===== config.mk =====
export PLATFORM = sky130hd
export DESIGN_NAME = source_text_tokenizer_core
export DESIGN_NICKNAME = d
export VERILOG_FILES = /design/src/stt_pkg.sv /design/src/source_text_tokenizer_core.sv
export SDC_FILE = /design/constraint.sdc
export NUM_CORES = 1
export LEC_CHECK = 0
export BUFFER_PORTS_ARGS = -buffer_cell sky130_fd_sc_hd__buf_2
export CORE_MARGIN = 10
export CORE_UTILIZATION = 45
export DETAILED_ROUTE_END_ITERATION = 7
export PLACE_DENSITY_LB_ADDON = 0.15
export SLEW_MARGIN = 20
export SYNTH_ARGS = -nofsm -noshare
export SYNTH_HDL_FRONTEND = slang
export SYNTH_SLANG_ARGS = --single-unit
export TNS_END_PERCENT = 100

===== constraint.sdc =====
create_clock -name clk -period 6.5 [get_ports clk]
set_clock_uncertainty 0.05 [all_clocks]
set_input_delay 0.325 -clock clk [delete_from_list [all_inputs] [get_ports clk]]
set_output_delay 0.325 -clock clk [all_outputs]
set_load 0.05 [all_outputs]

===== src/stt_pkg.sv =====
// Shared types, character codes, token kinds and helper functions for the source tokenizer.
package stt_pkg;

  localparam int POS_BITS   = 24;
  localparam int FIFO_DEPTH = 4;
  localparam int FIFO_AW    = 2;
  localparam int CNT_W      = 3;

  typedef logic [POS_BITS-1:0] pos_t;
  typedef logic [5:0][7:0]     word_t;

  typedef enum logic [6:0] {
    MODE_IDLE    = 7'b0000001,
    MODE_COMMENT = 7'b0000010,
    MODE_WORD    = 7'b0000100,
    MODE_NUMBER  = 7'b0001000,
    MODE_STRING  = 7'b0010000,
    MODE_OPER    = 7'b0100000,
    MODE_ERROR   = 7'b1000000
  } mode_t;

  typedef struct packed {
    logic [4:0] kind;
    pos_t       start;
    pos_t       len;
    pos_t       line;
    logic [1:0] err;
    logic       last;
  } res_t;

  localparam logic [1:0] ERR_NONE    = 2'd0;
  localparam logic [1:0] ERR_UNKNOWN = 2'd1;
  localparam logic [1:0] ERR_UNTERM  = 2'd2;

  localparam logic [4:0] KIND_EOF     = 5'd0;
  localparam logic [4:0] KIND_IDENT   = 5'd1;
  localparam logic [4:0] KIND_NUMBER  = 5'd2;
  localparam logic [4:0] KIND_STRING  = 5'd3;
  localparam logic [4:0] KIND_KW_BASE = 5'd4;
  localparam logic [4:0] KIND_PLUS    = 5'd11;
  localparam logic [4:0] KIND_MINUS   = 5'd12;
  localparam logic [4:0] KIND_STAR    = 5'd13;
  localparam logic [4:0] KIND_SLASH   = 5'd14;
  localparam logic [4:0] KIND_ASSIGN  = 5'd15;
  localparam logic [4:0] KIND_EQ      = 5'd16;
  localparam logic [4:0] KIND_NE      = 5'd17;
  localparam logic [4:0] KIND_LT      = 5'd18;
  localparam logic [4:0] KIND_GT      = 5'd19;
  localparam logic [4:0] KIND_LE      = 5'd20;
  localparam logic [4:0] KIND_GE      = 5'd21;
  localparam logic [4:0] KIND_LPAREN  = 5'd22;
  localparam logic [4:0] KIND_RPAREN  = 5'd23;
  localparam logic [4:0] KIND_LBRACE  = 5'd24;
  localparam logic [4:0] KIND_RBRACE  = 5'd25;
  localparam logic [4:0] KIND_SEMI    = 5'd26;
  localparam logic [4:0] KIND_COMMA   = 5'd27;

  localparam logic [1:0] OP_ASSIGN = 2'd0;
  localparam logic [1:0] OP_BANG   = 2'd1;
  localparam logic [1:0] OP_LT     = 2'd2;
  localparam logic [1:0] OP_GT     = 2'd3;

  localparam logic [7:0] CH_NL     = 8'h0A;
  localparam logic [7:0] CH_TAB    = 8'h09;
  localparam logic [7:0] CH_CR     = 8'h0D;
  localparam logic [7:0] CH_SPACE  = 8'h20;
  localparam logic [7:0] CH_HASH   = 8'h23;
  localparam logic [7:0] CH_QUOTE  = 8'h22;
  localparam logic [7:0] CH_EQUAL  = 8'h3D;
  localparam logic [7:0] CH_BANG   = 8'h21;
  localparam logic [7:0] CH_LT     = 8'h3C;
  localparam logic [7:0] CH_GT     = 8'h3E;
  localparam logic [7:0] CH_PLUS   = 8'h2B;
  localparam logic [7:0] CH_MINUS  = 8'h2D;
  localparam logic [7:0] CH_STAR   = 8'h2A;
  localparam logic [7:0] CH_SLASH  = 8'h2F;
  localparam logic [7:0] CH_LPAREN = 8'h28;
  localparam logic [7:0] CH_RPAREN = 8'h29;
  localparam logic [7:0] CH_LBRACE = 8'h7B;
  localparam logic [7:0] CH_RBRACE = 8'h7D;
  localparam logic [7:0] CH_SEMI   = 8'h3B;
  localparam logic [7:0] CH_COMMA  = 8'h2C;
  localparam logic [7:0] CH_UNDER  = 8'h5F;

  // keyword text, first character in byte 0
  localparam int    KW_NUM = 7;
  localparam word_t KW_TEXT [KW_NUM] = '{
    {8'h00, "a", "b", "m", "a", "n"},
    {"o", "n", "e", "n", "a", "m"},
    {"a", "k", "i", "d", "n", "a"},
    {8'h00, 8'h00, "a", "m", "a", "k"},
    {8'h00, 8'h00, 8'h00, "o", "i", "s"},
    {"i", "t", "a", "k", "a", "w"},
    {8'h00, 8'h00, 8'h00, 8'h00, "i", "n"}
  };
  localparam logic [2:0] KW_LEN [KW_NUM] = '{3'd5, 3'd6, 3'd6, 3'd4, 3'd3, 3'd6, 3'd2};

  function automatic logic is_alpha(input logic [7:0] c);
    return (c >= "a" && c <= "z") || (c >= "A" && c <= "Z") || c == CH_UNDER;
  endfunction

  function automatic logic is_digit(input logic [7:0] c);
    return c >= "0" && c <= "9";
  endfunction

  function automatic logic is_space(input logic [7:0] c);
    return c == CH_SPACE || (c >= CH_TAB && c <= CH_CR);
  endfunction

  function automatic logic is_op_char(input logic [7:0] c);
    return c == CH_EQUAL || c == CH_BANG || c == CH_LT || c == CH_GT;
  endfunction

  function automatic logic [1:0] op_index(input logic [7:0] c);
    logic [1:0] k;
    case (c)
      CH_BANG: k = OP_BANG;
      CH_LT:   k = OP_LT;
      CH_GT:   k = OP_GT;
      default: k = OP_ASSIGN;
    endcase
    return k;
  endfunction

  function automatic logic [4:0] op_single(input logic [1:0] k);
    logic [4:0] r;
    case (k)
      OP_LT:   r = KIND_LT;
      OP_GT:   r = KIND_GT;
      OP_BANG: r = KIND_EOF;
      default: r = KIND_ASSIGN;
    endcase
    return r;
  endfunction

  function automatic logic [4:0] op_double(input logic [1:0] k);
    logic [4:0] r;
    case (k)
      OP_BANG: r = KIND_NE;
      OP_LT:   r = KIND_LE;
      OP_GT:   r = KIND_GE;
      default: r = KIND_EQ;
    endcase
    return r;
  endfunction

  function automatic logic [4:0] single_kind(input logic [7:0] c);
    logic [4:0] r;
    case (c)
      CH_PLUS:   r = KIND_PLUS;
      CH_MINUS:  r = KIND_MINUS;
      CH_STAR:   r = KIND_STAR;
      CH_SLASH:  r = KIND_SLASH;
      CH_LPAREN: r = KIND_LPAREN;
      CH_RPAREN: r = KIND_RPAREN;
      CH_LBRACE: r = KIND_LBRACE;
      CH_RBRACE: r = KIND_RBRACE;
      CH_SEMI:   r = KIND_SEMI;
      CH_COMMA:  r = KIND_COMMA;
      default:   r = KIND_EOF;
    endcase
    return r;
  endfunction

  // identifier or keyword kind for the buffered word
  function automatic logic [4:0] word_kind(input word_t buf_w, input logic [2:0] len);
    logic [4:0] r;
    logic       hit;
    r = KIND_IDENT;
    for (int k = KW_NUM - 1; k >= 0; k--) begin
      hit = (len == KW_LEN[k]);
      for (int i = 0; i < 6; i++) begin
        if (3'(i) < KW_LEN[k] && buf_w[i] != KW_TEXT[k][i]) begin
          hit = 1'b0;
        end
      end
      if (hit) begin
        r = KIND_KW_BASE + 5'(k);
      end
    end
    return r;
  endfunction

  function automatic pos_t sat_inc(input pos_t x);
    return (x == '1) ? x : x + 1'b1;
  endfunction

  function automatic res_t mk_res(input logic [4:0] kind, input pos_t start, input pos_t len,
                                  input pos_t line, input logic [1:0] err);
    res_t r;
    r.kind  = kind;
    r.start = start;
    r.len   = len;
    r.line  = line;
    r.err   = err;
    r.last  = 1'b0;
    return r;
  endfunction

endpackage


===== src/source_text_tokenizer_core.sv =====
// Top level of the byte-serial source tokenizer. Takes one source byte (or the end marker)
// per cycle while in_ready is high; scanner state is updated in the accepting cycle and the
// up to two tokens a byte produces are written to a four-entry result queue that drains one
// token per cycle while out_ready is high. in_ready stays high while the queue has room for
// two tokens, so with out_ready high a steady stream of one byte per cycle flows without
// stalls; only bytes that emit two tokens (a token closed by a one-character token, or the
// end marker after an open token) add one extra token of queue occupancy. Errors return
// token kind 0 with a nonzero error code; after an error bytes are dropped until the end
// marker, which always closes with an EOF token and restores the reset state.
module source_text_tokenizer_core (
  input  logic        clk,
  input  logic        rst_n,
  input  logic        in_valid,
  output logic        in_ready,
  input  logic [7:0]  in_source_byte,
  input  logic        in_is_end,
  output logic        out_valid,
  input  logic        out_ready,
  output logic [4:0]  out_token_kind,
  output logic [23:0] out_start_offset,
  output logic [23:0] out_lexeme_length,
  output logic [23:0] out_line_number,
  output logic [1:0]  out_error_code,
  output logic        out_last_of_run
);

  stt_pkg::mode_t mode_r, mode_nxt;
  logic [1:0]     pend_r, pend_nxt;
  stt_pkg::pos_t  bp_r, bp_nxt;
  stt_pkg::pos_t  ts_r, ts_nxt;
  stt_pkg::pos_t  line_r, line_nxt;
  stt_pkg::word_t wbuf_r, wbuf_nxt;
  logic [2:0]     wlen_r, wlen_nxt;

  stt_pkg::res_t  fifo_r [stt_pkg::FIFO_DEPTH];
  logic [stt_pkg::FIFO_AW-1:0] wr_r, wr_nxt, rd_r, rd_nxt;
  logic [stt_pkg::CNT_W-1:0]   cnt_r, cnt_nxt;

  logic          acc, pop;
  logic [7:0]    c;
  stt_pkg::pos_t bp_inc, run_len;
  logic          pre_v, idl_v, do_idle;
  stt_pkg::res_t pre, idl, slot0, slot1;
  logic [1:0]    nres;

  assign acc     = in_valid && in_ready;
  assign pop     = out_valid && out_ready;
  assign c       = in_source_byte;
  assign bp_inc  = stt_pkg::sat_inc(bp_r);
  assign run_len = (bp_r >= ts_r) ? bp_r - ts_r : '0;

  always_comb begin
    mode_nxt = mode_r;
    pend_nxt = pend_r;
    bp_nxt   = bp_r;
    ts_nxt   = ts_r;
    line_nxt = line_r;
    wbuf_nxt = wbuf_r;
    wlen_nxt = wlen_r;
    pre_v    = 1'b0;
    idl_v    = 1'b0;
    do_idle  = 1'b0;
    pre      = stt_pkg::mk_res(stt_pkg::KIND_EOF, bp_r, '0, line_r, stt_pkg::ERR_NONE);
    idl      = pre;

    if (in_is_end) begin
      unique case (mode_r)
        stt_pkg::MODE_WORD: begin
          pre_v = 1'b1;
          pre   = stt_pkg::mk_res(stt_pkg::word_kind(wbuf_r, wlen_r), ts_r, run_len, line_r,
                                  stt_pkg::ERR_NONE);
        end
        stt_pkg::MODE_NUMBER: begin
          pre_v = 1'b1;
          pre   = stt_pkg::mk_res(stt_pkg::KIND_NUMBER, ts_r, run_len, line_r,
                                  stt_pkg::ERR_NONE);
        end
        stt_pkg::MODE_STRING: begin
          pre_v = 1'b1;
          pre   = stt_pkg::mk_res(stt_pkg::KIND_EOF, ts_r, run_len, line_r,
                                  stt_pkg::ERR_UNTERM);
        end
        stt_pkg::MODE_OPER: begin
          pre_v = 1'b1;
          if (pend_r == stt_pkg::OP_BANG) begin
            pre = stt_pkg::mk_res(stt_pkg::KIND_EOF, ts_r, 24'd1, line_r,
                                  stt_pkg::ERR_UNKNOWN);
          end else begin
            pre = stt_pkg::mk_res(stt_pkg::op_single(pend_r), ts_r, 24'd1, line_r,
                                  stt_pkg::ERR_NONE);
          end
        end
        default: begin
        end
      endcase
      idl_v    = 1'b1;
      idl      = stt_pkg::mk_res(stt_pkg::KIND_EOF, bp_r, '0, line_r, stt_pkg::ERR_NONE);
      mode_nxt = stt_pkg::MODE_IDLE;
      pend_nxt = '0;
      bp_nxt   = '0;
      ts_nxt   = '0;
      line_nxt = stt_pkg::pos_t'(1);
      wlen_nxt = '0;
    end else begin
      unique case (mode_r)
        stt_pkg::MODE_IDLE: begin
          do_idle = 1'b1;
        end
        stt_pkg::MODE_COMMENT: begin
          if (c == stt_pkg::CH_NL) begin
            line_nxt = stt_pkg::sat_inc(line_r);
            mode_nxt = stt_pkg::MODE_IDLE;
          end
          bp_nxt = bp_inc;
        end
        stt_pkg::MODE_STRING: begin
          if (c == stt_pkg::CH_QUOTE) begin
            pre_v    = 1'b1;
            pre      = stt_pkg::mk_res(stt_pkg::KIND_STRING, ts_r, run_len, line_r,
                                       stt_pkg::ERR_NONE);
            mode_nxt = stt_pkg::MODE_IDLE;
          end else if (c == stt_pkg::CH_NL) begin
            line_nxt = stt_pkg::sat_inc(line_r);
          end
          bp_nxt = bp_inc;
        end
        stt_pkg::MODE_WORD: begin
          if (stt_pkg::is_alpha(c) || stt_pkg::is_digit(c)) begin
            if (wlen_r < 3'd6) begin
              wbuf_nxt[wlen_r] = c;
            end
            if (wlen_r < 3'd7) begin
              wlen_nxt = wlen_r + 3'd1;
            end
            bp_nxt = bp_inc;
          end else begin
            pre_v    = 1'b1;
            pre      = stt_pkg::mk_res(stt_pkg::word_kind(wbuf_r, wlen_r), ts_r, run_len,
                                       line_r, stt_pkg::ERR_NONE);
            mode_nxt = stt_pkg::MODE_IDLE;
            do_idle  = 1'b1;
          end
        end
        stt_pkg::MODE_NUMBER: begin
          if (stt_pkg::is_digit(c)) begin
            bp_nxt = bp_inc;
          end else begin
            pre_v    = 1'b1;
            pre      = stt_pkg::mk_res(stt_pkg::KIND_NUMBER, ts_r, run_len, line_r,
                                       stt_pkg::ERR_NONE);
            mode_nxt = stt_pkg::MODE_IDLE;
            do_idle  = 1'b1;
          end
        end
        stt_pkg::MODE_OPER: begin
          pre_v = 1'b1;
          if (c == stt_pkg::CH_EQUAL) begin
            pre      = stt_pkg::mk_res(stt_pkg::op_double(pend_r), ts_r, 24'd2, line_r,
                                       stt_pkg::ERR_NONE);
            mode_nxt = stt_pkg::MODE_IDLE;
            bp_nxt   = bp_inc;
          end else if (pend_r == stt_pkg::OP_BANG) begin
            pre      = stt_pkg::mk_res(stt_pkg::KIND_EOF, ts_r, 24'd1, line_r,
                                       stt_pkg::ERR_UNKNOWN);
            mode_nxt = stt_pkg::MODE_ERROR;
            bp_nxt   = bp_inc;
          end else begin
            pre      = stt_pkg::mk_res(stt_pkg::op_single(pend_r), ts_r, 24'd1, line_r,
                                       stt_pkg::ERR_NONE);
            mode_nxt = stt_pkg::MODE_IDLE;
            do_idle  = 1'b1;
          end
        end
        default: begin
          bp_nxt = bp_inc;
        end
      endcase

      if (do_idle) begin
        if (c == stt_pkg::CH_NL) begin
          line_nxt = stt_pkg::sat_inc(line_r);
        end else if (stt_pkg::is_space(c)) begin
          mode_nxt = stt_pkg::MODE_IDLE;
        end else if (c == stt_pkg::CH_HASH) begin
          mode_nxt = stt_pkg::MODE_COMMENT;
        end else if (stt_pkg::is_alpha(c)) begin
          mode_nxt    = stt_pkg::MODE_WORD;
          ts_nxt      = bp_r;
          wbuf_nxt[0] = c;
          wlen_nxt    = 3'd1;
        end else if (stt_pkg::is_digit(c)) begin
          mode_nxt = stt_pkg::MODE_NUMBER;
          ts_nxt   = bp_r;
        end else if (c == stt_pkg::CH_QUOTE) begin
          mode_nxt = stt_pkg::MODE_STRING;
          ts_nxt   = bp_inc;
        end else if (stt_pkg::is_op_char(c)) begin
          mode_nxt = stt_pkg::MODE_OPER;
          pend_nxt = stt_pkg::op_index(c);
          ts_nxt   = bp_r;
        end else if (stt_pkg::single_kind(c) != stt_pkg::KIND_EOF) begin
          idl_v = 1'b1;
          idl   = stt_pkg::mk_res(stt_pkg::single_kind(c), bp_r, 24'd1, line_r,
                                  stt_pkg::ERR_NONE);
        end else begin
          idl_v    = 1'b1;
          idl      = stt_pkg::mk_res(stt_pkg::KIND_EOF, bp_r, 24'd1, line_r,
                                     stt_pkg::ERR_UNKNOWN);
          mode_nxt = stt_pkg::MODE_ERROR;
        end
        bp_nxt = bp_inc;
      end
    end
  end

  // pack the produced tokens in order and flag the final one
  always_comb begin
    slot0 = pre_v ? pre : idl;
    slot1 = idl;
    nres  = {1'b0, pre_v} + {1'b0, idl_v};
    if (nres == 2'd2) begin
      slot1.last = 1'b1;
    end else begin
      slot0.last = 1'b1;
    end
  end

  always_ff @(posedge clk) begin
    if (!rst_n) begin
      mode_r <= stt_pkg::MODE_IDLE;
      pend_r <= '0;
      bp_r   <= '0;
      ts_r   <= '0;
      line_r <= stt_pkg::pos_t'(1);
      wlen_r <= '0;
    end else if (acc) begin
      mode_r <= mode_nxt;
      pend_r <= pend_nxt;
      bp_r   <= bp_nxt;
      ts_r   <= ts_nxt;
      line_r <= line_nxt;
      wlen_r <= wlen_nxt;
    end
  end

  always_ff @(posedge clk) begin
    if (acc) begin
      wbuf_r <= wbuf_nxt;
    end
  end

  // result queue
  assign in_ready  = cnt_r <= stt_pkg::CNT_W'(stt_pkg::FIFO_DEPTH - 2);
  assign out_valid = cnt_r != '0;

  always_comb begin
    wr_nxt  = wr_r;
    rd_nxt  = rd_r;
    cnt_nxt = cnt_r;
    if (acc) begin
      wr_nxt  = wr_r + stt_pkg::FIFO_AW'(nres);
      cnt_nxt = cnt_nxt + stt_pkg::CNT_W'(nres);
    end
    if (pop) begin
      rd_nxt  = rd_r + 1'b1;
      cnt_nxt = cnt_nxt - 1'b1;
    end
  end

  always_ff @(posedge clk) begin
    if (!rst_n) begin
      wr_r  <= '0;
      rd_r  <= '0;
      cnt_r <= '0;
    end else begin
      wr_r  <= wr_nxt;
      rd_r  <= rd_nxt;
      cnt_r <= cnt_nxt;
    end
  end

  always_ff @(posedge clk) begin
    if (acc && nres != 2'd0) begin
      fifo_r[wr_r] <= slot0;
    end
    if (acc && nres == 2'd2) begin
      fifo_r[wr_r + 1'b1] <= slot1;
    end
  end

  assign out_token_kind    = fifo_r[rd_r].kind;
  assign out_start_offset  = fifo_r[rd_r].start;
  assign out_lexeme_length = fifo_r[rd_r].len;
  assign out_line_number   = fifo_r[rd_r].line;
  assign out_error_code    = fifo_r[rd_r].err;
  assign out_last_of_run   = fifo_r[rd_r].last;

  a_cnt_bound: assert property (@(posedge clk) disable iff (!rst_n)
    cnt_r <= stt_pkg::CNT_W'(stt_pkg::FIFO_DEPTH))
    else $error("result queue overflow");

  a_end_resets: assert property (@(posedge clk) disable iff (!rst_n)
    (acc && in_is_end) |=> (mode_r == stt_pkg::MODE_IDLE && bp_r == '0
                            && line_r == stt_pkg::pos_t'(1)))
    else $error("end marker did not restore scanner state");

  a_line_nonzero: assert property (@(posedge clk) disable iff (!rst_n)
    line_r != '0)
    else $error("line count reached zero");

  a_err_kind: assert property (@(posedge clk) disable iff (!rst_n)
    (out_valid && out_error_code != stt_pkg::ERR_NONE) |-> out_token_kind == stt_pkg::KIND_EOF)
    else $error("error token carries a nonzero kind");

endmodule

### Yosys cells after proc, flatten, opt, wreduce, memory -nomap -nowiden

Memory sizes are Yosys's and may differ from the RTL's. A register that Yosys moved wholly into a read port is not among the register bits.
Index checks and enable logic that the tools add are counted.

* ROM bits: 0
* logic and storage cells: 353
* latch bits: 0
* output and inout bits: 82
* flip-flop bits (word level): 139
* memory bits (writable): 320
* memories: 1
* input port bits: 13

Memories
* fifo_r: words 4, bits a word 80, read ports 1, clocked after Yosys merged registers in 1, write ports 2, line source_text_tokenizer_core.sv:35 `stt_pkg::res_t fifo_r [stt_pkg::FIFO_DEPTH];`

* multiplexer cells: 213
* div/mod/pow operators: 0
* multipliers: 0
* add/subtract/negate cells: 10
* shifts and indexed selects: 0
* bitwise operators: 1
* equal/unequal tests: 71
* magnitude comparators: 14
* reduce and logical (&&, ||, !) cells: 28

Operators by type and width (count)
* 80-bit two-way mux: 15
* 80-bit case mux with 4 select lines: 2
* 24-bit two-way mux: 23
* 8-bit by 7-bit inequality test with 1-bit output (second input constant): 25
* 77-bit two-way mux: 2
* 8-bit by 6-bit equality test with 1-bit output (second input constant): 15
* 7-bit two-way mux: 16
* 5-bit two-way mux: 20
* 24-bit case mux with 4 select lines: 1
* 1-bit two-way mux: 90
* 8-bit two-way mux: 9
* 5-bit case mux with 10 select lines: 1
* 24-bit by 1-bit adder with 24-bit output (second input constant): 2
* 48-bit bitwise mux: 1
* 24-bit equality test (second input constant): 2
* 24-bit case mux with 2 select lines: 1
* 7-bit case mux with 5 select lines: 1
* 3-bit two-way mux: 11
* 8-bit demux with 3-bit select: 1
* 8-bit by 7-bit equality test with 1-bit output (second input constant): 3
* 24-bit >= comparator: 1
* 24-bit subtractor: 1
* 2-bit two-way mux: 11
* 8-bit by 7-bit >= comparator with 1-bit output (second input constant): 2
* 46 further kinds: 81

### Logic depth before layout (Yosys ltp)

Gate-level depths: netlist of run 1.

* depth after elaboration: 26
* gate-level depth with buffers: 19
* gate-level depth less buffers: 17

### Worst setup path after synthesis of run 1

OpenSTA, ideal clock, no wires.

* kind: in2reg
* start: input port in_source_byte[4]
* end: memory fifo_r[1][0] (netlist name) (enable)
* slack: 1129 ps
* arrival time: 4881 ps
* library setup time: 439 ps
* buffers on the path: 5
* cell stages on the path: 15
* required time: 6011 ps
* cell sequence: buf_6 > or4_4 > a21oi_4 > o21bai_4 > a31o_2 > nand2_2 > buf_6 > ha_1 > inv_1 > or4_1 > clkbuf_1 > and2_1 > clkbuf_1 > inv_2 > clkbuf_1

RTL lines
* start, declared: line source_text_tokenizer_core.sv:15 `input logic [7:0] in_source_byte,`
* end, declared: line source_text_tokenizer_core.sv:35

==> impl_metrics.env, run 1 <==
export IMPL_grt_pass1_vias=16190
export IMPL_syn2layout_area_growth_pct=11.00
export IMPL_finalInstanceArea_um2=25500
export IMPL_hold_path_endpoint="wbuf_r[15]"
export IMPL_hpwl_um=42520
export IMPL_syn_num_nets=2137
export IMPL_power_switching_mw=2.876
export IMPL_reg2regPathDepth=12
export IMPL_finalSetupViolations=0
export IMPL_fin_crit_ns=4.994
export IMPL_synth_area_leaders="edfxtp_1 (36%), dfxtp_1 (16%), mux4_2 (7.8%)"
export IMPL_setup_slack_ns=1.506
export IMPL_final_antenna_net_count=0
export IMPL_slowest_delay_ns=0.66
export IMPL_setup_tns_final_ns=0
export IMPL_cp_max_fo=56
export IMPL_via_count=17050
export IMPL_yosysTopAreaCellShare_pct=35.56
export IMPL_rows=82
export IMPL_die_y_um=245.9
export IMPL_place_ws_ns=1.344
export IMPL_place_inst=2730
export IMPL_drt_total_wl_um=64100
export IMPL_hold_class="in -> reg"
export IMPL_start_kind="register"
export IMPL_gp_congestion=0.9162
export IMPL_wire_per_inst_um=22.70
export IMPL_drv_slew=0
export IMPL_grt_pass1_wl_um=98600
export IMPL_hold_violations=0
export IMPL_p_sw_share_pct=34.50
export IMPL_synthArstFlopShare_pct=0
export IMPL_htree_levels=2
export IMPL_stdcell_count=2824
export IMPL_clkPwrFrac_pct=32.3
export IMPL_synth_edf_count=272
export IMPL_synth_common_cells="edfxtp_1 (272), nand2_1 (204), dfxtp_1 (189)"
export IMPL_coreArea_um2=50270
export IMPL_postCtsHoldBufs=0
export IMPL_maxSlewHeadroom_pct=28.60
export IMPL_r2r_end="fifo_r[1][54]"
export IMPL_status="completed"
export IMPL_die_w_um=245.9
export IMPL_yosysTopAreaCell="edfxtp_1"
export IMPL_cts_path_max_buffers=3
export IMPL_ys_ff_latch=461
export IMPL_grt_setup_unrepaired="false"
export IMPL_power_density_nw_per_um2=327.0
export IMPL_cts_resized_gates=0
export IMPL_clock_sinks=461
export IMPL_critPathCaptureType="register"
export IMPL_tightest_slew_ns=1.071
export IMPL_dpl_cell_area_um2=23930
export IMPL_yosysWarnings=0
export IMPL_clk_latency_ns=0.61
export IMPL_numCtsBuffers=50
export IMPL_grt_overflow=0
export IMPL_track_usage_pct=20.81
export IMPL_avgSynthCellArea_um2=11.03
export IMPL_antenna_found_initial=2
export IMPL_rrSetupSlack_ns=1.51
export IMPL_cp_cell_sequence="or3_1 -> nor4_1 -> a21oi_1 -> a31o_2 -> nand2_2 -> ha_1 -> inv_1 -> or4_1 -> and2_1 -> buf_4 -> inv_2 -> buf_12"
export IMPL_io_pins=95
export IMPL_worst_endpoint_required_ns=6.71
export IMPL_ir_worst_vdd_uv=207.0
export IMPL_grt_start_max_net_pins=79
export IMPL_cp_top_family="simple AND/OR/NAND/NOR gates"
export IMPL_path_clk_slew_ns=0.06
export IMPL_pwr_share_comb_pct=26.4
export IMPL_die_area_um2=60480
export IMPL_nNetsFinal=2165
export IMPL_max_freq_mhz=200.2
export IMPL_r2r_start="mode_r[5]"
export IMPL_p_leak_nw=8.795
export IMPL_post_route_period_util_pct=76.83
export IMPL_synth_area_um2=22970
export IMPL_ys_types=97
export IMPL_firstDrtPassIters=5
export IMPL_min_delay_start="in_source_byte[7]"
export IMPL_maxCapViolCount=0
export IMPL_path_class="reg -> reg"
export IMPL_drt_iter0_drc=1835
export IMPL_port_buffers=94
export IMPL_p_seq_share_pct=41.3
export IMPL_remaining_drc_errors=0
export IMPL_synth_main_ff_cell="edfxtp_1"
export IMPL_cp_arrival_ns=5.20
export IMPL_root_buffer="clkbuf_16"
export IMPL_viasPerCell=6.038
export IMPL_power_internal_mw=5.460
export IMPL_cts_tree="done"
export IMPL_cpMaxStageDelayCell="or4_1"
export IMPL_synth_cells=2082
export IMPL_yosysMostFrequentCell="edfxtp_1"
export IMPL_ys_seq_area_share_pct=52.03
export IMPL_post_cts_buffers=0
export IMPL_path_buf_inv=4
export IMPL_holdPathStages=1
export IMPL_drive_above_1_share_pct=15.53
export IMPL_start_util_pct=45.69
how the worst max path moves through the flow:
stage	start	endpoint	slack (ns)	cells after the start
final	mode_r[5]	fifo_r[1][54]	1.51	12
after global routing	mode_r[2]	fifo_r[1][10]	1.26	13
after CTS	mode_r[5]	fifo_r[1][56]	1.54	12
after detailed placement	in_source_byte[6]	fifo_r[1][64]	1.34	13
after global placement	in_source_byte[6]	fifo_r[1][64]	1.50	13
after floorplan	in_source_byte[4]	fifo_r[1][0]	1.13	15
power by group through the flow:
stage               logic, mW  clock network [mW]  registers (mW)
finish                   2.20                2.70            3.44
global route             2.31                2.87            3.47
CTS                      2.22                2.76            3.45
detailed placement       2.22                   0            3.51
global placement         2.22                   0            3.50
floorplan                1.71                   0            3.40
worst reg2reg max path, stage by stage, from the launching register on:
cell     delay [ns]
dfxtp_1        0.36
or3_1          0.41
nor4_1         0.58
a21oi_1        0.21
a31o_2         0.34
nand2_2        0.29
ha_1           0.35
inv_1          0.19
or4_1          0.66
and2_1         0.21
buf_4          0.23
inv_2          0.37
buf_12         0.37
cell usage in the layout, fill, tap and decap left out, types with 47 or more instances in the layout:
cell,count
a22o_1,89
nor3_1,47
nand2_1,204
a21oi_1,74
edfxtp_1,272
mux4_2,80
buf_2,94
inv_1,52
and2_1,106
clkbuf_16,51
nor2_1,89
o21ai_0,178
nand3_1,59
dfxtp_1,187
flip-flops by register name, summed over array words and instances (netlist names), named ones only:
register	count
line_r	24
wlen_r	3
rd_r	2
pend_r	2
wbuf_r	48
mode_r	7
cnt_r	3
ts_r	24
wr_r	2
bp_r	24
fifo_r	320
final cells by class:
type                            count  area (µm²)
Fill cell                        4489       24780
Sequential cell                   461       11960
Multi-Input combinational cell   1409       10140
Clock buffer                       76        1440
Tap cell                          672       840.8
Timing Repair Buffer              129       783.3
Inverter                           59       221.5
Clock inverter                     17       108.9
Antenna cell                        1       2.502
cells by family after synthesis:
family,share of synthesized area (%)
AOI/OAI and AO/OA,15.29
xor gates and xnor gates,1.907
adders and majority gates,2.353
buffers and inverters,3.900
DFF,52.03
muxes,8.438
and+or+nand+nor,16.09
per-stage QoR:
step / hold slack (ns) / total power, mW / utilization [%]
2_1_floorplan: 0.3698 / 5.108 / -
3_3_place_gp: 0.3802 / 5.720 / 47.61
3_5_place_dp: 0.3906 / 5.726 / 47.61
4_1_cts: 0.006205 / 8.429 / 50.69
5_1_grt: 0.03418 / 8.653 / 50.71
6_report: 0.03924 / 8.336 / 50.71
metal layers:
layer | global-route usage (%) | part of all wire (%) | vias to the layer above
li1 | - | - | 7885
met1 | 30.44 | 47 | 8462
met2 | 31.47 | 44 | 608
met3 | 3.443 | 6.6 | 94
met4 | 5.355 | 2.2 | 2
met5 | 0 | 0.011 | -
Note: power is estimated with default switching activity, not from simulation.
==> run 2: changes to the inputs <==
clock period = 4.5 ns   (was 6.5 ns; I/O delays follow)
==> impl_metrics.env, run 2 (synthesis gave the netlist of run 1 again) <==
export IMPL_largest_reg_flops=320
export IMPL_coreArea_um2=50270
export IMPL_tightest_slew_ns=1.052
export IMPL_power_density_nw_per_um2=478.4
export IMPL_holdPathStages=1
export IMPL_port_buffers=94
export IMPL_root_buffer="clkbuf_16"
export IMPL_maxCapViolCount=0
export IMPL_cpMaxStageDelayCell="or4_1"
export IMPL_hold_violations=0
export IMPL_final_antenna_net_count=0
export IMPL_track_usage_pct=21.63
export IMPL_firstDrtPassIters=6
export IMPL_clock_sinks=461
export IMPL_max_freq_mhz=248.5
export IMPL_path_clk_slew_ns=0.06
export IMPL_grt_start_max_net_pins=61
export IMPL_cts_resized_gates=0
export IMPL_cp_top_family="simple AND/OR/NAND/NOR gates"
export IMPL_r2r_start="mode_r[2]"
export IMPL_hold_path_endpoint="wbuf_r[41]"
export IMPL_grt_pass1_vias=16560
export IMPL_layout_common_cells="edfxtp_1 (272), nand2_1 (204), dfxtp_1 (187)"
export IMPL_cp_arrival_ns=4.28
export IMPL_stdcell_count=2859
export IMPL_p_seq_share_pct=40.6
export IMPL_regMostFlops="fifo_r"
export IMPL_path_buf_inv=3
export IMPL_nNetsFinal=2200
export IMPL_worst_endpoint_required_ns=4.76
export IMPL_power_mw=12.37
export IMPL_grt_setup_unrepaired="false"
export IMPL_start_kind="register"
export IMPL_setup_slack_ns=0.4751
export IMPL_drt_total_wl_um=66520
export IMPL_clk_latency_ns=0.62
export IMPL_slowest_delay_ns=0.50
export IMPL_crit_top_cell="inv_2"
export IMPL_dpl_cell_area_um2=24170
export IMPL_antenna_found_initial=1
export IMPL_power_switching_mw=4.303
export IMPL_drt_iter0_drc=1678
export IMPL_numCtsBuffers=51
export IMPL_rows=82
export IMPL_r2r_end="fifo_r[0][15]"
export IMPL_die_w_um=245.9
export IMPL_cts_path_max_buffers=3
export IMPL_min_delay_start="in_source_byte[1]"
export IMPL_power_internal_mw=8.065
export IMPL_finalInstanceArea_um2=25850
export IMPL_pwr_share_comb_pct=26.1
export IMPL_reg2regPathDepth=11
export IMPL_rrSetupSlack_ns=0.48
export IMPL_ir_worst_vdd_uv=312.8
export IMPL_final_core_util_pct=51.42
export IMPL_cp_cell_sequence="nor4b_1 -> o311ai_0 -> o21bai_4 -> a31o_2 -> nand2_2 -> inv_2 -> ha_1 -> or4_1 -> and2_1 -> inv_2 -> buf_12"
export IMPL_hold_class="in -> reg"
export IMPL_maxSlewHeadroom_pct=29.84
export IMPL_finalSetupViolations=0
export IMPL_cp_max_fo=36
export IMPL_syn2layout_area_growth_pct=12.54
export IMPL_status="completed"
export IMPL_remaining_drc_errors=0
export IMPL_diodes=0
export IMPL_cts_tree="done"
export IMPL_die_area_um2=60480
export IMPL_post_route_period_util_pct=89.44
export IMPL_p_sw_share_pct=34.79
export IMPL_grt_pass1_wl_um=102000
export IMPL_place_ws_ns=0.5177
export IMPL_place_inst=2760
export IMPL_p_leak_nw=9.013
export IMPL_setup_tns_final_ns=0
export IMPL_wire_per_inst_um=23.27
export IMPL_start_util_pct=45.69
export IMPL_worst_hold_slack_ns=0.03231
export IMPL_crit_start="mode_r[2]"
export IMPL_grt_overflow=0
export IMPL_reg_top3="fifo_r (320), wbuf_r (48)"
export IMPL_path_class="reg -> reg"
export IMPL_gp_congestion=0.8901
export IMPL_io_pins=95
export IMPL_htree_levels=2
export IMPL_clkPwrFrac_pct=33.3
export IMPL_hpwl_um=44940
export IMPL_via_count=17130
export IMPL_die_y_um=245.9
export IMPL_drv_slew=0
export IMPL_critPathCaptureType="register"
export IMPL_drive_above_1_share_pct=16.78
export IMPL_fin_crit_ns=4.025
export IMPL_viasPerCell=5.992
export IMPL_final_common_cell="edfxtp_1"
run 2: changes by cell type in the layout (fill, tap and decap cells not counted), sizes merged:
cell         change
buf             +30
dlygate4sd3      +4
clkinv           +2
bufinv           +1
clkbuf           -1
diode            -1
run 2: power groups by stage:
stage | clock network (mW) | registers, mW | logic [mW]
2_1_floorplan | 0 | 4.90 | 2.46
3_3_place_gp | 0 | 5.11 | 3.25
3_5_place_dp | 0 | 5.12 | 3.26
4_1_cts | 4.19 | 5.03 | 3.27
5_1_grt | 4.36 | 5.07 | 3.40
6_report | 4.11 | 5.02 | 3.23
run 2: area by class of cell:
| cell class | instances | area (µm²) |
|---|---|---|
| inverters | 59 | 221.5 |
| clock buffers | 75 | 1468 |
| multi-input cells | 1409 | 10130 |
| well taps | 672 | 840.8 |
| flip-flops and latches | 461 | 11960 |
| clock inverters | 20 | 175.2 |
| fillers | 4465 | 24420 |
| repair buffers | 163 | 1061 |
run 2: repair_timing:
action,CTS,global route
hold buffers,4,0
hold endpoints to repair,16,0
buffers inserted,0,0
run 2: worst reg2reg max path, cell delays in order (launching register included):
cell and delay, ns:
dfxtp_1 0.48, nor4b_1 0.49, o311ai_0 0.26, o21bai_4 0.28, a31o_2 0.34, nand2_2 0.12
inv_2 0.10, ha_1 0.27, or4_1 0.50, and2_1 0.18, inv_2 0.35, buf_12 0.27
run 2: worst max path at each step:
stage / end / slack, ns / depth (start not counted)
2_1_floorplan: fifo_r[1][0] / 0.1 / 15
3_3_place_gp: fifo_r[0][24] / 0.59 / 13
5_1_grt: fifo_r[0][51] / 0.27 / 13
4_1_cts: fifo_r[0][62] / 0.49 / 11
3_5_place_dp: fifo_r[0][20] / 0.52 / 11
6_report: fifo_r[0][15] / 0.48 / 11
run 2: metal layers:
metal  up-vias  part of all wire (%)  track usage [%]
met2       556                    45            33.16
met1      8542                    47            31.32
li1       7944                     -                -
met4         2                   1.7            5.627
met5         -                 0.020                0
met3        86                   6.2            3.421
